`src/design/dfr_pkg.sv`:
```
// Shared types and constants for the delimited frame receiver.
// Used by every module of the block; depends on nothing else.

package dfr_pkg;

   localparam int DEF_BUF_LEN = 64;

   localparam int FUNC_W  = 2;
   localparam int BYTE_W  = 8;
   localparam int INDEX_W = 6;
   localparam int EVENT_W = 3;
   localparam int LEN_W   = 6;

   // Item kinds on the request channel.
   localparam logic [FUNC_W-1:0] FUNC_BYTE    = 2'd0;
   localparam logic [FUNC_W-1:0] FUNC_RELEASE = 2'd1;
   localparam logic [FUNC_W-1:0] FUNC_READ    = 2'd2;

   // Event codes on the response channel.
   localparam logic [EVENT_W-1:0] EV_NONE   = 3'd0;
   localparam logic [EVENT_W-1:0] EV_STORED = 3'd1;
   localparam logic [EVENT_W-1:0] EV_DONE   = 3'd2;
   localparam logic [EVENT_W-1:0] EV_BADTRL = 3'd3;
   localparam logic [EVENT_W-1:0] EV_OVFL   = 3'd4;

   // Delimiter characters.
   localparam logic [BYTE_W-1:0] CHAR_HEADER = 8'h40;  // '@'
   localparam logic [BYTE_W-1:0] CHAR_HASH   = 8'h23;  // '#'
   localparam logic [BYTE_W-1:0] CHAR_BANG   = 8'h21;  // '!'
   localparam logic [BYTE_W-1:0] CHAR_NUL    = 8'h00;

   typedef struct packed {
      logic [EVENT_W-1:0] event_res;
      logic               frame_ready;
      logic [LEN_W-1:0]   frame_length;
      logic               warn_flag;
      logic [BYTE_W-1:0]  read_data;
   } rsp_type;

endpackage

```
`src/design/dfr_store.sv`:
```
// Payload store of the frame receiver: one synchronous RAM with a
// registered read port and a clearing pass after reset. Uses dfr_pkg.

module dfr_store #(
   parameter int BUF_LEN = dfr_pkg::DEF_BUF_LEN,
   parameter int AW      = $clog2(BUF_LEN)
) (
   input  logic                      clock,
   input  logic                      reset,
   input  logic                      wr_en,
   input  logic [AW-1:0]             wr_addr,
   input  logic [dfr_pkg::BYTE_W-1:0] wr_data,
   input  logic                      rd_en,
   input  logic [AW-1:0]             rd_addr,
   output logic [dfr_pkg::BYTE_W-1:0] rd_data,
   output logic                      clear_busy
);

   logic [dfr_pkg::BYTE_W-1:0] payload_mem [BUF_LEN];
   logic [dfr_pkg::BYTE_W-1:0] rd_data_ff;
   logic                       clearing_ff;
   logic                       clearing_in;
   logic [AW-1:0]              clr_addr_ff;
   logic [AW-1:0]              clr_addr_in;
   logic                       mem_we;
   logic [AW-1:0]              mem_addr;
   logic [dfr_pkg::BYTE_W-1:0] mem_data;

   always_comb begin
      clearing_in = clearing_ff;
      clr_addr_in = clr_addr_ff;
      if (clearing_ff) begin
         clr_addr_in = clr_addr_ff + AW'(1);
         if (clr_addr_ff == AW'(BUF_LEN - 1)) begin
            clearing_in = 1'b0;
         end
      end
   end

   always_ff @(posedge clock) begin
      if (reset) begin
         clearing_ff <= 1'b1;
         clr_addr_ff <= '0;
      end else begin
         clearing_ff <= clearing_in;
         clr_addr_ff <= clr_addr_in;
      end
   end

   // The clearing pass owns the write port; no item is taken meanwhile.
   assign mem_we   = clearing_ff | wr_en;
   assign mem_addr = clearing_ff ? clr_addr_ff : wr_addr;
   assign mem_data = clearing_ff ? dfr_pkg::CHAR_NUL : wr_data;

   always_ff @(posedge clock) begin
      if (mem_we) begin
         payload_mem[mem_addr] <= mem_data;
      end
   end

   always_ff @(posedge clock) begin
      if (rd_en) begin
         rd_data_ff <= payload_mem[rd_addr];
      end
   end

   assign rd_data    = rd_data_ff;
   assign clear_busy = clearing_ff;

endmodule

```
`src/design/dfr_ctrl.sv`:
```
// Framing state machine of the frame receiver: phase, fill count, ready and
// warning bits, and the store accesses each item causes. Uses dfr_pkg.

module dfr_ctrl #(
   parameter int BUF_LEN = dfr_pkg::DEF_BUF_LEN,
   parameter int AW      = $clog2(BUF_LEN)
) (
   input  logic                        clock,
   input  logic                        reset,
   input  logic                        accept,
   input  logic [dfr_pkg::FUNC_W-1:0]  func,
   input  logic [dfr_pkg::BYTE_W-1:0]  rx_byte,
   input  logic [dfr_pkg::INDEX_W-1:0] read_index,
   output logic                        wr_en,
   output logic [AW-1:0]               wr_addr,
   output logic [dfr_pkg::BYTE_W-1:0]  wr_data,
   output logic                        rd_en,
   output logic [AW-1:0]               rd_addr,
   output dfr_pkg::rsp_type            status
);

   localparam logic [1:0] PH_IDLE = 2'd0;
   localparam logic [1:0] PH_DATA = 2'd1;
   localparam logic [1:0] PH_EXCL = 2'd2;

   logic [1:0]                 phase_ff, phase_in;
   logic [AW-1:0]              fill_ff, fill_in;
   logic                       ready_ff, ready_in;
   logic                       warn_ff, warn_in;
   logic [AW-1:0]              done_len_ff, done_len_in;
   logic [dfr_pkg::EVENT_W-1:0] event_val;
   logic                       index_ok;

   assign index_ok = int'(read_index) < BUF_LEN;

   always_comb begin
      phase_in    = phase_ff;
      fill_in     = fill_ff;
      ready_in    = ready_ff;
      warn_in     = warn_ff;
      done_len_in = done_len_ff;
      event_val   = dfr_pkg::EV_NONE;
      wr_en       = 1'b0;
      wr_addr     = fill_ff;
      wr_data     = dfr_pkg::CHAR_NUL;
      rd_en       = 1'b0;
      if (accept) begin
         case (func)
            dfr_pkg::FUNC_BYTE: begin
               case (phase_ff)
                  PH_IDLE: begin
                     // A new header is refused while a finished frame waits.
                     if (rx_byte == dfr_pkg::CHAR_HEADER && !ready_ff) begin
                        phase_in = PH_DATA;
                        fill_in  = '0;
                        wr_en    = 1'b1;
                        wr_addr  = '0;
                     end
                  end
                  PH_DATA: begin
                     if (rx_byte == dfr_pkg::CHAR_HASH) begin
                        phase_in = PH_EXCL;
                     end else if (fill_ff != AW'(BUF_LEN - 1)) begin
                        wr_en     = 1'b1;
                        wr_data   = rx_byte;
                        fill_in   = fill_ff + AW'(1);
                        event_val = dfr_pkg::EV_STORED;
                     end else begin
                        phase_in  = PH_IDLE;
                        fill_in   = '0;
                        event_val = dfr_pkg::EV_OVFL;
                     end
                  end
                  PH_EXCL: begin
                     if (rx_byte == dfr_pkg::CHAR_BANG) begin
                        wr_en       = 1'b1;
                        done_len_in = fill_ff;
                        ready_in    = 1'b1;
                        event_val   = dfr_pkg::EV_DONE;
                     end else begin
                        warn_in   = 1'b1;
                        event_val = dfr_pkg::EV_BADTRL;
                     end
                     phase_in = PH_IDLE;
                     fill_in  = '0;
                  end
                  default: begin
                     phase_in = PH_IDLE;
                     fill_in  = '0;
                  end
               endcase
            end
            dfr_pkg::FUNC_RELEASE: begin
               ready_in = 1'b0;
               warn_in  = 1'b0;
            end
            dfr_pkg::FUNC_READ: begin
               rd_en = index_ok;
            end
            default: begin
            end
         endcase
      end
   end

   assign rd_addr = AW'(read_index);

   always_comb begin
      status              = '0;
      status.event_res    = event_val;
      status.frame_ready  = ready_in;
      status.frame_length = dfr_pkg::LEN_W'(done_len_in);
      status.warn_flag    = warn_in;
   end

   always_ff @(posedge clock) begin
      if (reset) begin
         phase_ff    <= PH_IDLE;
         fill_ff     <= '0;
         ready_ff    <= 1'b0;
         warn_ff     <= 1'b0;
         done_len_ff <= '0;
      end else begin
         phase_ff    <= phase_in;
         fill_ff     <= fill_in;
         ready_ff    <= ready_in;
         warn_ff     <= warn_in;
         done_len_ff <= done_len_in;
      end
   end

endmodule

```
`src/design/dfr_outreg.sv`:
```
// Response register of the frame receiver: holds one finished result and
// presents it on the response stream. Uses dfr_pkg.

module dfr_outreg (
   input  logic             clock,
   input  logic             reset,
   input  logic             load_valid,
   input  dfr_pkg::rsp_type load_data,
   output logic             load_ready,
   output logic             rsp_tvalid,
   input  logic             rsp_tready,
   output logic [15:0]      rsp_tdata,
   output logic [2:0]       rsp_tuser
);

   logic             valid_ff, valid_in;
   dfr_pkg::rsp_type data_ff;

   assign load_ready = !valid_ff || rsp_tready;
   assign valid_in   = load_valid || (valid_ff && !rsp_tready);

   always_ff @(posedge clock) begin
      if (reset) begin
         valid_ff <= 1'b0;
      end else begin
         valid_ff <= valid_in;
      end
   end

   always_ff @(posedge clock) begin
      if (load_valid && load_ready) begin
         data_ff <= load_data;
      end
   end

   assign rsp_tvalid = valid_ff;
   assign rsp_tuser  = data_ff.event_res;
   assign rsp_tdata  = {data_ff.read_data, data_ff.warn_flag, data_ff.frame_length,
                        data_ff.frame_ready};

endmodule

```
`src/design/delimited_frame_receiver.sv`:
```
// Top level of the delimited frame receiver: framing control, payload RAM
// and response register. Uses dfr_pkg, dfr_ctrl, dfr_store and dfr_outreg.
//
// Usage: each request transfer carries one item: a received serial byte,
// a release of the finished frame (which also clears the warning), or a
// read of one stored payload byte. Frames have the form '@' payload '#!'.
// Every request transfer yields exactly one response transfer with the
// event code, the ready and warning bits, the recorded frame length and,
// for a read, the stored byte.
// A request transfer passes the RAM read stage and then the response
// register before its response is offered. Throughput is one item per
// cycle while the response side does not stall; the RAM takes at most one
// access per item. After reset the payload RAM is cleared, one entry per
// cycle; req_tready stays low until that pass ends. When the response
// side stalls, the item in the RAM read stage waits and req_tready drops
// as soon as both the read stage and the response register are full.

module delimited_frame_receiver #(
   parameter int BUF_LEN = dfr_pkg::DEF_BUF_LEN
) (
   input  logic        clock,
   input  logic        reset,
   input  logic        req_tvalid,
   output logic        req_tready,
   input  logic [15:0] req_tdata,  // rx_byte [7:0], read_index [13:8], zero [15:14]
   input  logic [1:0]  req_tuser,  // func [1:0]
   output logic        rsp_tvalid,
   input  logic        rsp_tready,
   output logic [15:0] rsp_tdata,  // frame_ready [0], frame_length [6:1], warn_flag [7],
                                   // read_data [15:8]
   output logic [2:0]  rsp_tuser   // event_res [2:0]
);

   localparam int AW = $clog2(BUF_LEN);

   logic                       accept;
   logic                       clear_busy;
   logic                       wr_en;
   logic [AW-1:0]              wr_addr;
   logic [dfr_pkg::BYTE_W-1:0] wr_data;
   logic                       rd_en;
   logic [AW-1:0]              rd_addr;
   logic [dfr_pkg::BYTE_W-1:0] rd_data;
   dfr_pkg::rsp_type           status;
   dfr_pkg::rsp_type           load_data;
   logic                       load_ready;

   logic             s1_valid_ff, s1_valid_in;
   dfr_pkg::rsp_type s1_stat_ff;
   logic             s1_rd_ff;

   assign req_tready  = !clear_busy && (!s1_valid_ff || load_ready);
   assign accept      = req_tvalid && req_tready;
   assign s1_valid_in = accept || (s1_valid_ff && !load_ready);

   dfr_ctrl #(
      .BUF_LEN (BUF_LEN),
      .AW      (AW)
   ) u_ctrl (
      .clock      (clock),
      .reset      (reset),
      .accept     (accept),
      .func       (req_tuser),
      .rx_byte    (req_tdata[7:0]),
      .read_index (req_tdata[13:8]),
      .wr_en      (wr_en),
      .wr_addr    (wr_addr),
      .wr_data    (wr_data),
      .rd_en      (rd_en),
      .rd_addr    (rd_addr),
      .status     (status)
   );

   dfr_store #(
      .BUF_LEN (BUF_LEN),
      .AW      (AW)
   ) u_store (
      .clock      (clock),
      .reset      (reset),
      .wr_en      (wr_en),
      .wr_addr    (wr_addr),
      .wr_data    (wr_data),
      .rd_en      (rd_en),
      .rd_addr    (rd_addr),
      .rd_data    (rd_data),
      .clear_busy (clear_busy)
   );

   always_ff @(posedge clock) begin
      if (reset) begin
         s1_valid_ff <= 1'b0;
      end else begin
         s1_valid_ff <= s1_valid_in;
      end
   end

   // The RAM read data register only changes on a new read, so it holds
   // while this stage waits for the response register.
   always_ff @(posedge clock) begin
      if (accept) begin
         s1_stat_ff <= status;
         s1_rd_ff   <= rd_en;
      end
   end

   always_comb begin
      load_data           = s1_stat_ff;
      load_data.read_data = s1_rd_ff ? rd_data : dfr_pkg::CHAR_NUL;
   end

   dfr_outreg u_outreg (
      .clock      (clock),
      .reset      (reset),
      .load_valid (s1_valid_ff),
      .load_data  (load_data),
      .load_ready (load_ready),
      .rsp_tvalid (rsp_tvalid),
      .rsp_tready (rsp_tready),
      .rsp_tdata  (rsp_tdata),
      .rsp_tuser  (rsp_tuser)
   );

endmodule
```
`config.mk`:
```
export PLATFORM = sky130hd
export DESIGN_NAME = delimited_frame_receiver
export DESIGN_NICKNAME = d
export VERILOG_FILES = /design/src/design/dfr_pkg.sv /design/src/design/dfr_store.sv /design/src/design/dfr_ctrl.sv /design/src/design/dfr_outreg.sv /design/src/design/delimited_frame_receiver.sv
export SDC_FILE = /design/constraint.sdc
export NUM_CORES = 1
export LEC_CHECK = 0
export ABC_AREA = 1
export BUFFER_PORTS_ARGS = -buffer_cell sky130_fd_sc_hd__buf_4
export CORE_MARGIN = 2
export CORE_UTILIZATION = 67
export DETAILED_ROUTE_END_ITERATION = 10
export HOLD_SLACK_MARGIN = 0.12
export MAX_ROUTING_LAYER = met4
export PLACE_DENSITY = 0.91
export REMOVE_ABC_BUFFERS = 1
export SYNTH_ARGS = -nofsm -noshare
export SYNTH_HDL_FRONTEND = slang
export SYNTH_SLANG_ARGS = --single-unit
```
`constraint.sdc`:
```
create_clock -name clock -period 10 [get_ports clock]
set_input_delay 2.5 -clock clock [delete_from_list [all_inputs] [get_ports clock]]
set_output_delay 2.5 -clock clock [all_outputs]
set_load 0.01 [all_outputs]
```
==> run_results.csv, run 1 <==
group,metric,value,unit
outcome,outcome,"complete, no violations",
sta,setup_viol,0,
global_route,grt_util_met3,6.29,%
floorplan,die_height,192,um
cells_and_area,regArea,0.0170,mm^2
synthesis,synth-simple-area-share,22.6,%
cts,htreeDepth,2,
setup_path,start_kind,"primary input",
synthesis,synth_top_area_cell,"edfxtp_1",
synthesis,synth-seq-cells,576,
placed_design,dp_hpwl,31.7,mm
sta,worstMarginPinSlew,1.27,ns
setup_path,endpoint_kind,"output pin",
drt,wl_per_cell,22.6,um
drt,vias,16533,
cts,cts_tree,"yes",
power,pwr-share-clk,40.1,%
setup_path,r2r_setup_slack,6.48,ns
sta,fmax,178,MHz
floorplan,core-area,0.0347,mm^2
global_route,grt_pass1_vias,16280,
synthesis,synth_ff_type,"edfxtp_1",
sta,final.setup.tns,0,ns
global_route,met2_usage,53.7,%
sta,skew,0.0143,ns
synthesis,synth_edf_count,551,
floorplan,die_w,192,um
cts,root_buffer,"clkbuf_16",
placed_design,gp_congestion,0.894,
synthesis,synth_top_cell_area_share,69.8,%
synthesis,synth_top_family_by_area,"simple AND/OR/NAND/NOR gates",
drt,drcViolationCount,0,
synthesis,muxShareOfSynthArea,0,%
power,irDropWorstVdd,0.137,mV
setup_path,reg2reg_depth,8,
global_route,globalRouteOverflowTotal,0,
synthesis,synth_most_common_cell,"nand2_1",
power,p_comb_share,4.7,%
drt,routed_wl,58.5,mm
sta,slew_headroom,14.7,%
cells_and_area,area_growth,9.34,%
synthesis,ys_top_cells_by_count,"nand2_1, edfxtp_1, nand3_1",
min_path,hp-class,"reg2reg",
sta,rsz0062_at_grt,"false",
global_route,grt_max_degree,127,
placed_design,io_buffer_count,40,
floorplan,start_util,68.2,%
setup_path,rr_startpoint,"u_store.clear_busy$_SDFF_PP1_",
setup_path,required,7.50,ns
drt,viasPerCell,6.40,
cells_and_area,nets,2115,
synthesis,avgSynthCellArea,11.4,um^2
synthesis,synthAdderAreaFrac,0.370,%
synthesis,synth.distinct_cells,37,
setup_path,criticalPathCategory,"in2out",
power,p_leak,9.73,nW
setup_path,cp.arrival,3.11,ns
setup_path,crit_path_end,"req_tready",
sta,slew_violations,0,
power,p_per_area,183,mW/mm^2
power,p_int,3.73,mW
synthesis,synth_area_leaders,"edfxtp_1, nand2_1, nand3_1",
floorplan,io_pins,43,
cts,post_cts_buffers,0,
sta,period_share,56.1,%
drt,firstDrtPassIters,7,
setup_path,crit_start,"rsp_tready",
setup_path,crit_fanout,3,
sta,layout_min_cycle_time,5.61,ns
global_route,met1_usage,40.3,%
synthesis,async_flop_share,0,%
cts,cts_made_buffers,54,
cts,ctsHoldBuffers,0,
cts,clk_path_buf_depth,3,
drt,antenna_left,0,
cts,worstSkewPairLatency,0.58,ns
synthesis,syn-instance-count,2087,
drt,drt_iter0_markers,2819,
power,switching_share,21.4,%
power,switching_power,1.02,mW
sta,hold_viol_final,0,
cts,clkTransAtPathRegs,0.06,ns
power,p_seq_share,55.2,%
synthesis,synthXorXnorAreaFrac,0.111,%
synthesis,seq_area_frac_synth,72.0,%
floorplan,fp-row-count,68,
flow_run,max-cap-violations,0,
cts,ctsResizeCount,0,
cells_and_area,multiInputGateArea,0.00598,mm^2
cells_and_area,drive_above_1_share,8.13,%
floorplan,die_area,0.0369,mm^2
synthesis,ys_warn_count,0,
global_route,grtUsageTotal,33.4,%
synthesis,synth_compound_area_share,1.91,%
cts,cts_sinks,576,
cells_and_area,diodes,0,
power,p_total,4.74,mW
synthesis,netlist_area,0.0237,mm^2
global_route,grt_first_pass_wirelength,89.1,mm
global_route,busiest_layer,"met2",
setup_path,r2r_end,"u_store.payload_mem[39][0]$_DFFE_PP_",
cells_and_area,fill_cells,1961,
global_route,antenna_found_initial,0,
-- critical path, cell delays in order --
cell	delay, ns
buf_4	0.11
inv_1	0.10
nand3_2	0.12
nand2_1	0.09
inv_1	0.05
buf_4	0.13
-- per-stage QoR --
stage	instances	worst slack [ns]	utilization (%)	area, um^2	hold WS [ns]
2_1_floorplan	1973	3.20	-	23200	0.400
3_3_place_gp	2485	4.26	69.9	24300	0.403
3_5_place_dp	2485	4.21	69.9	24300	0.405
4_1_cts	2584	4.39	74.6	25900	0.423
5_1_grt	2584	4.34	74.6	25900	0.442
6_report	2584	4.39	74.6	25900	0.418
-- how the worst min path moves through the flow --
stage | start | end | cells past startpoint
4_1_cts | load_data[15]$_DFFE_PN_ | u_outreg.rsp_tdata[0]$_DFFE_PP_ | 0
3_3_place_gp | load_data[15]$_DFFE_PN_ | u_outreg.rsp_tdata[0]$_DFFE_PP_ | 0
2_1_floorplan | load_data[15]$_DFFE_PN_ | u_outreg.rsp_tdata[0]$_DFFE_PP_ | 0
3_5_place_dp | load_data[14]$_DFFE_PN_ | u_outreg.rsp_tdata[6]$_DFFE_PP_ | 0
6_report | load_data[14]$_DFFE_PN_ | u_outreg.rsp_tdata[6]$_DFFE_PP_ | 0
5_1_grt | load_data[11]$_DFFE_PN_ | u_outreg.rsp_tdata[3]$_DFFE_PP_ | 0
-- sequential cells by signal, indices dropped and copies added, names as in the netlist, 2 cells and up --
name                 count
u_ctrl.fill_ff           6
load_data               11
u_store.payload_mem    512
u_store.rd_data          8
u_outreg.rsp_tuser       3
u_store.clr_addr_ff      6
u_ctrl.done_len_ff       6
u_outreg.rsp_tdata      16
u_ctrl.phase_ff          2
-- logic make-up after synthesis --
group | Yosys count
AND/OR/NAND/NOR | 1251
AO/OA/AOI/OAI | 72
flip-flops | 576
adder cells (fa/ha/maj) | 7
XOR/XNOR | 3
buffers and inverters | 178
-- area by class of cell --
type | count | share of cell area, %
inverter | 64 | 0.971
clock buffer | 67 | 5.49
timing repair buffer | 57 | 1.67
multi-input combinational | 1333 | 23.1
clock inverter | 32 | 0.783
sequential | 576 | 65.8
tap | 455 | 2.20
-- cells in the final DEF, fill, tap and decap left out, types with 2 or more instances in the layout --
master      Yosys  routed
nand2_1       697     697
nor3_1          2       2
bufinv_16       0       2
nor2_1        110     102
buf_4           0      56
a21oi_2         2       3
nor2_2          2       2
o21ai_0        14      14
inv_1          59      57
dfxtp_1        25      25
o22ai_1         2       2
nand4_1         4       4
edfxtp_1      551     551
clkinv_2        0      11
clkinv_1        1      17
a21oi_1        30      29
clkinv_4        1       2
o211ai_1       16      16
inv_2           3       3
inv_6           0       2
clkinvlp_4      0       2
xor2_1          2       2
nand3_1       412     412
clkbuf_1       49      12
nor2_4          0       8
nand3_2         6       6
nand2_2        14      14
nand3_4         2       2
ha_1            7       7
clkbuf_16       0      55
-- layer usage --
metal / part of all wire [%] / vias up
li1: - / 7239
met1: 33 / 7663
met2: 49 / 1349
met3: 12 / 282
met4: 6.0 / 0
met5: 0 / -
-- power groups by stage --
stage | Clock (mW) | Combinational, mW | Sequential (mW)
after floorplan | 0 | 0.123 | 2.67
after global placement | 0 | 0.201 | 2.67
after detailed placement | 0 | 0.210 | 2.67
after CTS | 1.90 | 0.216 | 2.62
after global routing | 1.99 | 0.239 | 2.62
final | 1.90 | 0.224 | 2.62
Note: power is estimated with default switching activity, not from simulation.
==> run 2, diff against run 1 <==
--- a/config.mk
+++ b/config.mk
@@ -5,14 +5,14 @@
 export SDC_FILE = /design/constraint.sdc
 export NUM_CORES = 1
 export LEC_CHECK = 0
-export ABC_AREA = 1
+export ABC_AREA = 0
 export BUFFER_PORTS_ARGS = -buffer_cell sky130_fd_sc_hd__buf_4
 export CORE_MARGIN = 2
-export CORE_UTILIZATION = 67
+export CORE_UTILIZATION = 56
 export DETAILED_ROUTE_END_ITERATION = 10
 export HOLD_SLACK_MARGIN = 0.12
 export MAX_ROUTING_LAYER = met4
-export PLACE_DENSITY = 0.91
+export PLACE_DENSITY = 0.82
 export REMOVE_ABC_BUFFERS = 1
 export SYNTH_ARGS = -nofsm -noshare
 export SYNTH_HDL_FRONTEND = slang
==> constraint.sdc (replaced) <==
create_clock -name clock -period 4.7 [get_ports clock]
set_input_delay 1.175 -clock clock [delete_from_list [all_inputs] [get_ports clock]]
set_output_delay 1.175 -clock clock [all_outputs]
set_load 0.01 [all_outputs]
==> run 2 against run 1 <==
Clock skew up 0.0068 ns. Largest power group unchanged. Non-clock buffer count up 56. Hold slack worse by 0.0033 ns. Critical path type is now in2reg. Clock-buffer cell count up 4. Routed wire length down 13%. Largest cell class unchanged. Synthesized cell count down 43%. Core utilization down 11 points.
==> run_results.csv, run 2 <==
group,metric,value,unit
power,p_leak,8.21,nW
synthesis,async_flop_share,0,%
cells_and_area,largest_reg_flops,512,
cells_and_area,fill_cells,2591,
cells_and_area,final_common_cell,"edfxtp_1",
synthesis,netlist_area,0.0232,mm^2
cts,worstSkewPairLatency,0.59,ns
setup_path,criticalPathCategory,"in2reg",
cells_and_area,stdcell_area,0.0261,mm^2
cts,clk_path_buf_depth,3,
cells_and_area,nets,1313,
cts,ctsHoldBuffers,0,
synthesis,synth_edf_count,551,
synthesis,avgSynthCellArea,19.6,um^2
setup_path,start_kind,"primary input",
global_route,grt_max_degree,65,
synthesis,synth_area_leaders,"edfxtp_1, mux4_2, dfxtp_1",
cts,root_buffer,"clkbuf_16",
synthesis,synth_top_area_cell,"edfxtp_1",
sta,slew_violations,0,
sta,setup_viol,0,
synthesis,synth-seq-cells,576,
min_path,hp-class,"reg2reg",
setup_path,cp.arrival,3.76,ns
synthesis,synth.distinct_cells,75,
synthesis,seq_area_frac_synth,73.5,%
drt,antenna_left,0,
setup_path,crit_fanout,17,
global_route,grt_first_pass_wirelength,76.1,mm
drt,wl_per_cell,27.5,um
floorplan,die_area,0.0431,mm^2
sta,worstMarginPinSlew,1.08,ns
sta,slew_headroom,27.3,%
sta,fmax,282,MHz
synthesis,ys_top_cells_by_count,"edfxtp_1, mux4_2, nor3_1",
synthesis,syn-instance-count,1183,
sta,rsz0062_at_grt,"false",
placed_design,dp_slack,0.583,ns
power,irDropWorstVdd,0.284,mV
sta,period_share,75.5,%
sta,skew,0.0211,ns
cells_and_area,multiInputGateArea,0.00571,mm^2
cells_and_area,regArea,0.0170,mm^2
cts,clkTransAtPathRegs,0.06,ns
placed_design,dpl_cell_area,0.0244,mm^2
min_path,hold_depth,0,
sta,fin_ws,1.15,ns
setup_path,required,4.91,ns
sta,layout_min_cycle_time,3.55,ns
placed_design,dp_hpwl,31.4,mm
global_route,grtUsageTotal,24.4,%
sta,final.setup.tns,0,ns
synthesis,synth_top_cell_area_share,71.3,%
drt,vias,12221,
floorplan,die_w,208,um
global_route,antenna_found_initial,1,
setup_path,reg2reg_depth,8,
synthesis,ys_warn_count,0,
sta,hold_viol_final,0,
global_route,globalRouteOverflowTotal,0,
cells_and_area,top_register,"u_store.payload_mem",
floorplan,fp-row-count,74,
floorplan,start_util,56.8,%
outcome,outcome,"complete, no violations",
drt,firstDrtPassIters,5,
flow_run,max-cap-violations,0,
floorplan,die_height,208,um
drt,routed_wl,51.1,mm
setup_path,rr_startpoint,"u_ctrl.fill_ff[0]$_SDFFE_PP0P_",
cells_and_area,mostFrequentLayoutCells,"edfxtp_1, mux4_2, buf_4",
cts,post_cts_buffers,0,
setup_path,endpoint_kind,"flop",
floorplan,core-area,0.0408,mm^2
synthesis,synth_most_common_cell,"edfxtp_1",
min_path,hold_start,"load_data[16]$_SDFFCE_PN0N_",
cells_and_area,drive_above_1_share,29.0,%
drt,viasPerCell,6.57,
placed_design,gp_congestion,0.884,
placed_design,io_buffer_count,40,
sta,holdWs,0.415,ns
drt,drt_iter0_markers,1534,
global_route,grt_pass1_vias,12053,
cells_and_area,area_growth,12.6,%
synthesis,synth_ff_type,"edfxtp_1",
cts,htreeDepth,2,
cells_and_area,final_core_util,64.0,%
cts,ctsResizeCount,0,
floorplan,io_pins,43,
cts,cts_tree,"yes",
power,p_per_area,394,mW/mm^2
cts,cts_made_buffers,54,
cts,cts_sinks,576,
setup_path,crit_start,"req_tdata[0]",
drt,drcViolationCount,0,
## run 2: cell types whose count changed after synthesis, sizes merged, moves of 33 or more
cell,delta
inv,-50
nand2,-697
mux4,+122
nand3,-405
nor3,+68
mux2i,+33
nor2,-75
## run 2: per-layer routing
metal | up-vias | wire length [um] | global-route usage (%) | part of all wire [%]
met5 | - | 0 | - | 0
met4 | 0 | 1220 | 6.60 | 2.4
met3 | 94 | 4880 | 4.42 | 9.5
met2 | 728 | 25100 | 38.5 | 49
met1 | 6292 | 19900 | 33.4 | 39
li1 | 5107 | - | - | -
## run 2: critical path: stages
cell       delay (ns)
buf_4            0.13
nor4b_4          0.42
nand3_4          0.17
a2111oi_4        0.51
o21ai_2          0.33
buf_4            0.32
nor3_2           0.69
## run 2: stage by stage
step | instances | total power, mW
after global routing | 1861 | 10.5
final | 1861 | 10.3
after floorplan | 1115 | 5.84
after detailed placement | 1760 | 6.02
after global placement | 1760 | 6.01
after CTS | 1860 | 10.3
## run 2: path summary, 6_finish.rpt
| check | endpoint | slack (ns) |
|---|---|---|
| max | u_store.payload_mem[58][2]$_DFFE_PP_ | 1.15 |
| min | u_outreg.rsp_tuser[0]$_DFFE_PP_ | 0.42 |
| max reg2reg | u_store.payload_mem[62][0]$_DFFE_PP_ | 1.42 |
| min reg2reg | u_outreg.rsp_tuser[0]$_DFFE_PP_ | 0.42 |
## run 2: cells by family after synthesis
| group | count (synthesis) | share of synthesized area (%) |
|---|---|---|
| adders and majority gates | 7 | 0.377 |
| muxes | 171 | 14.0 |
| buffers and inverters | 80 | 2.00 |
| and+or+nand+nor | 209 | 5.37 |
| xor gates and xnor gates | 5 | 0.189 |
| DFF | 576 | 73.5 |
| AOI/OAI and AO/OA | 135 | 4.56 |
## run 2: power by group
group	total [mW]	switching [mW]	leakage, nW	internal [mW]
Combinational	0.343	0.214	2.26	0.129
Clock	4.37	1.86	0.870	2.51
Sequential	5.57	0.0104	5.08	5.56
## run 2: final cells by class
type / instances / share of cell area [%]
tap: 532 / 2.55
antenna: 1 / 0.00958
clock buffer: 71 / 5.69
multi-input combinational: 527 / 21.9
sequential: 576 / 65.2
inverter: 12 / 0.201
clock inverter: 29 / 1.09
timing repair buffer: 113 / 3.37
==> run 3, diff against run 2 <==
==> constraint.sdc (replaced) <==
create_clock -name clock -period 3.08 [get_ports clock]
set_input_delay 0.77 -clock clock [delete_from_list [all_inputs] [get_ports clock]]
set_output_delay 0.77 -clock clock [all_outputs]
set_load 0.01 [all_outputs]
==> run 3 against run 2 <==
Power grew 54%. Critical path type is now reg2reg. Hold slack improved by 0.010 ns. Critical endpoint is now u_store.payload_mem[9][7]$_DFFE_PP_. Combinational power up 76%. Clock power up 53%. Sequential share of layout area shrank 2.2 points.
==> run_results.csv, run 3 (synthesis results as in run 2) <==
group,metric,value,unit
outcome,outcome,"complete, no violations",
global_route,grt_max_degree,65,
setup_path,criticalPathCategory,"reg2reg",
floorplan,io_pins,43,
setup_path,cp.arrival,3.03,ns
placed_design,dp_hpwl,33.0,mm
floorplan,die_w,208,um
setup_path,crit_fanout,8,
drt,firstDrtPassIters,5,
cts,cts_tree,"yes",
cells_and_area,largest_reg_flops,512,
flow_run,max-cap-violations,0,
sta,slew_violations,0,
sta,fmax,353,MHz
cts,worstSkewPairLatency,0.60,ns
cts,htreeDepth,2,
cts,cts_sinks,576,
placed_design,dpl_cell_area,0.0253,mm^2
setup_path,reg2reg_depth,7,
placed_design,dp.cells,1857,
power,p_leak,8.72,nW
floorplan,die_height,208,um
floorplan,fp-row-count,74,
cts,root_buffer,"clkbuf_16",
cells_and_area,nets,1409,
cts,cts_made_buffers,53,
power,p_per_area,583,mW/mm^2
drt,viasPerCell,6.52,
sta,layout_min_cycle_time,2.83,ns
cells_and_area,diodes,0,
cts,post_cts_buffers,0,
drt,antenna_left,0,
cells_and_area,area_growth,16.6,%
drt,wl_per_cell,27.1,um
setup_path,start_kind,"flop",
floorplan,start_util,56.8,%
global_route,antenna_found_initial,0,
cts,ctsHoldBuffers,0,
drt,vias,12752,
sta,worstMarginPinSlew,0.914,ns
floorplan,die_area,0.0431,mm^2
cells_and_area,stdcell_area,0.0271,mm^2
drt,drcViolationCount,0,
cells_and_area,drive_above_1_share,34.0,%
setup_path,required,3.28,ns
cells_and_area,final_common_cell,"edfxtp_1",
power,irDropWorstVdd,0.492,mV
floorplan,core-area,0.0408,mm^2
placed_design,gp_congestion,0.897,
drt,drt_iter0_markers,1651,
sta,period_share,92.0,%
min_path,hold_depth,0,
global_route,globalRouteOverflowTotal,0,
global_route,grt_first_pass_wirelength,80.7,mm
sta,hold_viol_final,0,
global_route,grt_pass1_vias,12886,
cts,clkTransAtPathRegs,0.06,ns
sta,rsz0062_at_grt,"false",
cells_and_area,top_register,"u_store.payload_mem",
min_path,hp-class,"reg2reg",
drt,routed_wl,53.1,mm
sta,setup_viol,0,
cells_and_area,mostFrequentLayoutCells,"edfxtp_1, buf_4, mux4_2",
global_route,grtUsageTotal,25.8,%
cts,clk_path_buf_depth,3,
placed_design,io_buffer_count,40,
setup_path,endpoint_kind,"flop",
sta,slew_headroom,39.1,%
sta,skew,0.0294,ns
cts,ctsResizeCount,0,
cells_and_area,stdcell_count,1956,
-- run 3: changes by cell type in the layout (fill, tap and decap cells not counted), moves of 2 or more --
cell,previous run,this run
buf_4,109,190
bufinv_16,5,8
clkbuf_16,55,53
clkbuf_1,11,5
clkbuf_8,5,0
clkinv_1,7,10
clkinvlp_4,2,8
buf_12,2,18
-- run 3: stage by stage --
step	total power, mW	setup slack (ns)	setup TNS, ns	utilization, %	hold WS, ns
CTS	15.8	0.263	0	66.3	0.429
floorplan	8.91	-2.51	-269.76	-	0.400
finish	15.8	0.245	0	66.3	0.425
detailed placement	9.27	-0.165	-11.51	61.9	0.405
global route	16.1	0.134	0	66.3	0.437
global placement	9.25	-0.116	-4.83	61.9	0.407
-- run 3: worst paths after layout --
check,from,slack [ns],endpoint
setup / recovery,u_ctrl.phase_ff[0]$_SDFFE_PP0P_,0.25,u_store.payload_mem[9][7]$_DFFE_PP_
hold / removal,load_data[9]$_DFFE_PN_,0.43,u_outreg.rsp_tdata[1]$_DFFE_PP_
setup reg to reg,u_ctrl.phase_ff[0]$_SDFFE_PP0P_,0.25,u_store.payload_mem[9][7]$_DFFE_PP_
hold reg to reg,load_data[9]$_DFFE_PN_,0.43,u_outreg.rsp_tdata[1]$_DFFE_PP_
-- run 3: metal layers --
| metal | GRT usage [%] | vias up | routed length (um) |
|---|---|---|---|
| met5 | - | - | 0 |
| met4 | 9.88 | 0 | 1810 |
| met3 | 4.77 | 140 | 5110 |
| met2 | 40.4 | 770 | 26000 |
| met1 | 34.2 | 6529 | 20200 |
| li1 | - | 5313 | - |
-- run 3: critical path: stages (launching register included) --
cell	delay, ns
dfxtp_1	0.38
inv_1	0.10
ha_1	0.30
and3_2	0.29
a311oi_1	0.32
buf_4	0.18
o22ai_2	0.10
nor3_2	0.76
-- run 3: layout make-up --
type                    count  area [um^2]
clock buffers              58         1350
clock inverters            41          432
fillers                  2471        13800
inverters                  12         52.6
multi-input cells         527         5710
flip-flops and latches    576        17000
well taps                 532          666
repair buffers            210         1810
-- run 3: power breakdown --
group          switching (mW)  total [mW]  internal (mW)  leakage [nW]
Sequential             0.0150        8.50           8.49          5.08
Combinational           0.349       0.604          0.255          2.79
Clock                    2.84        6.68           3.84         0.846
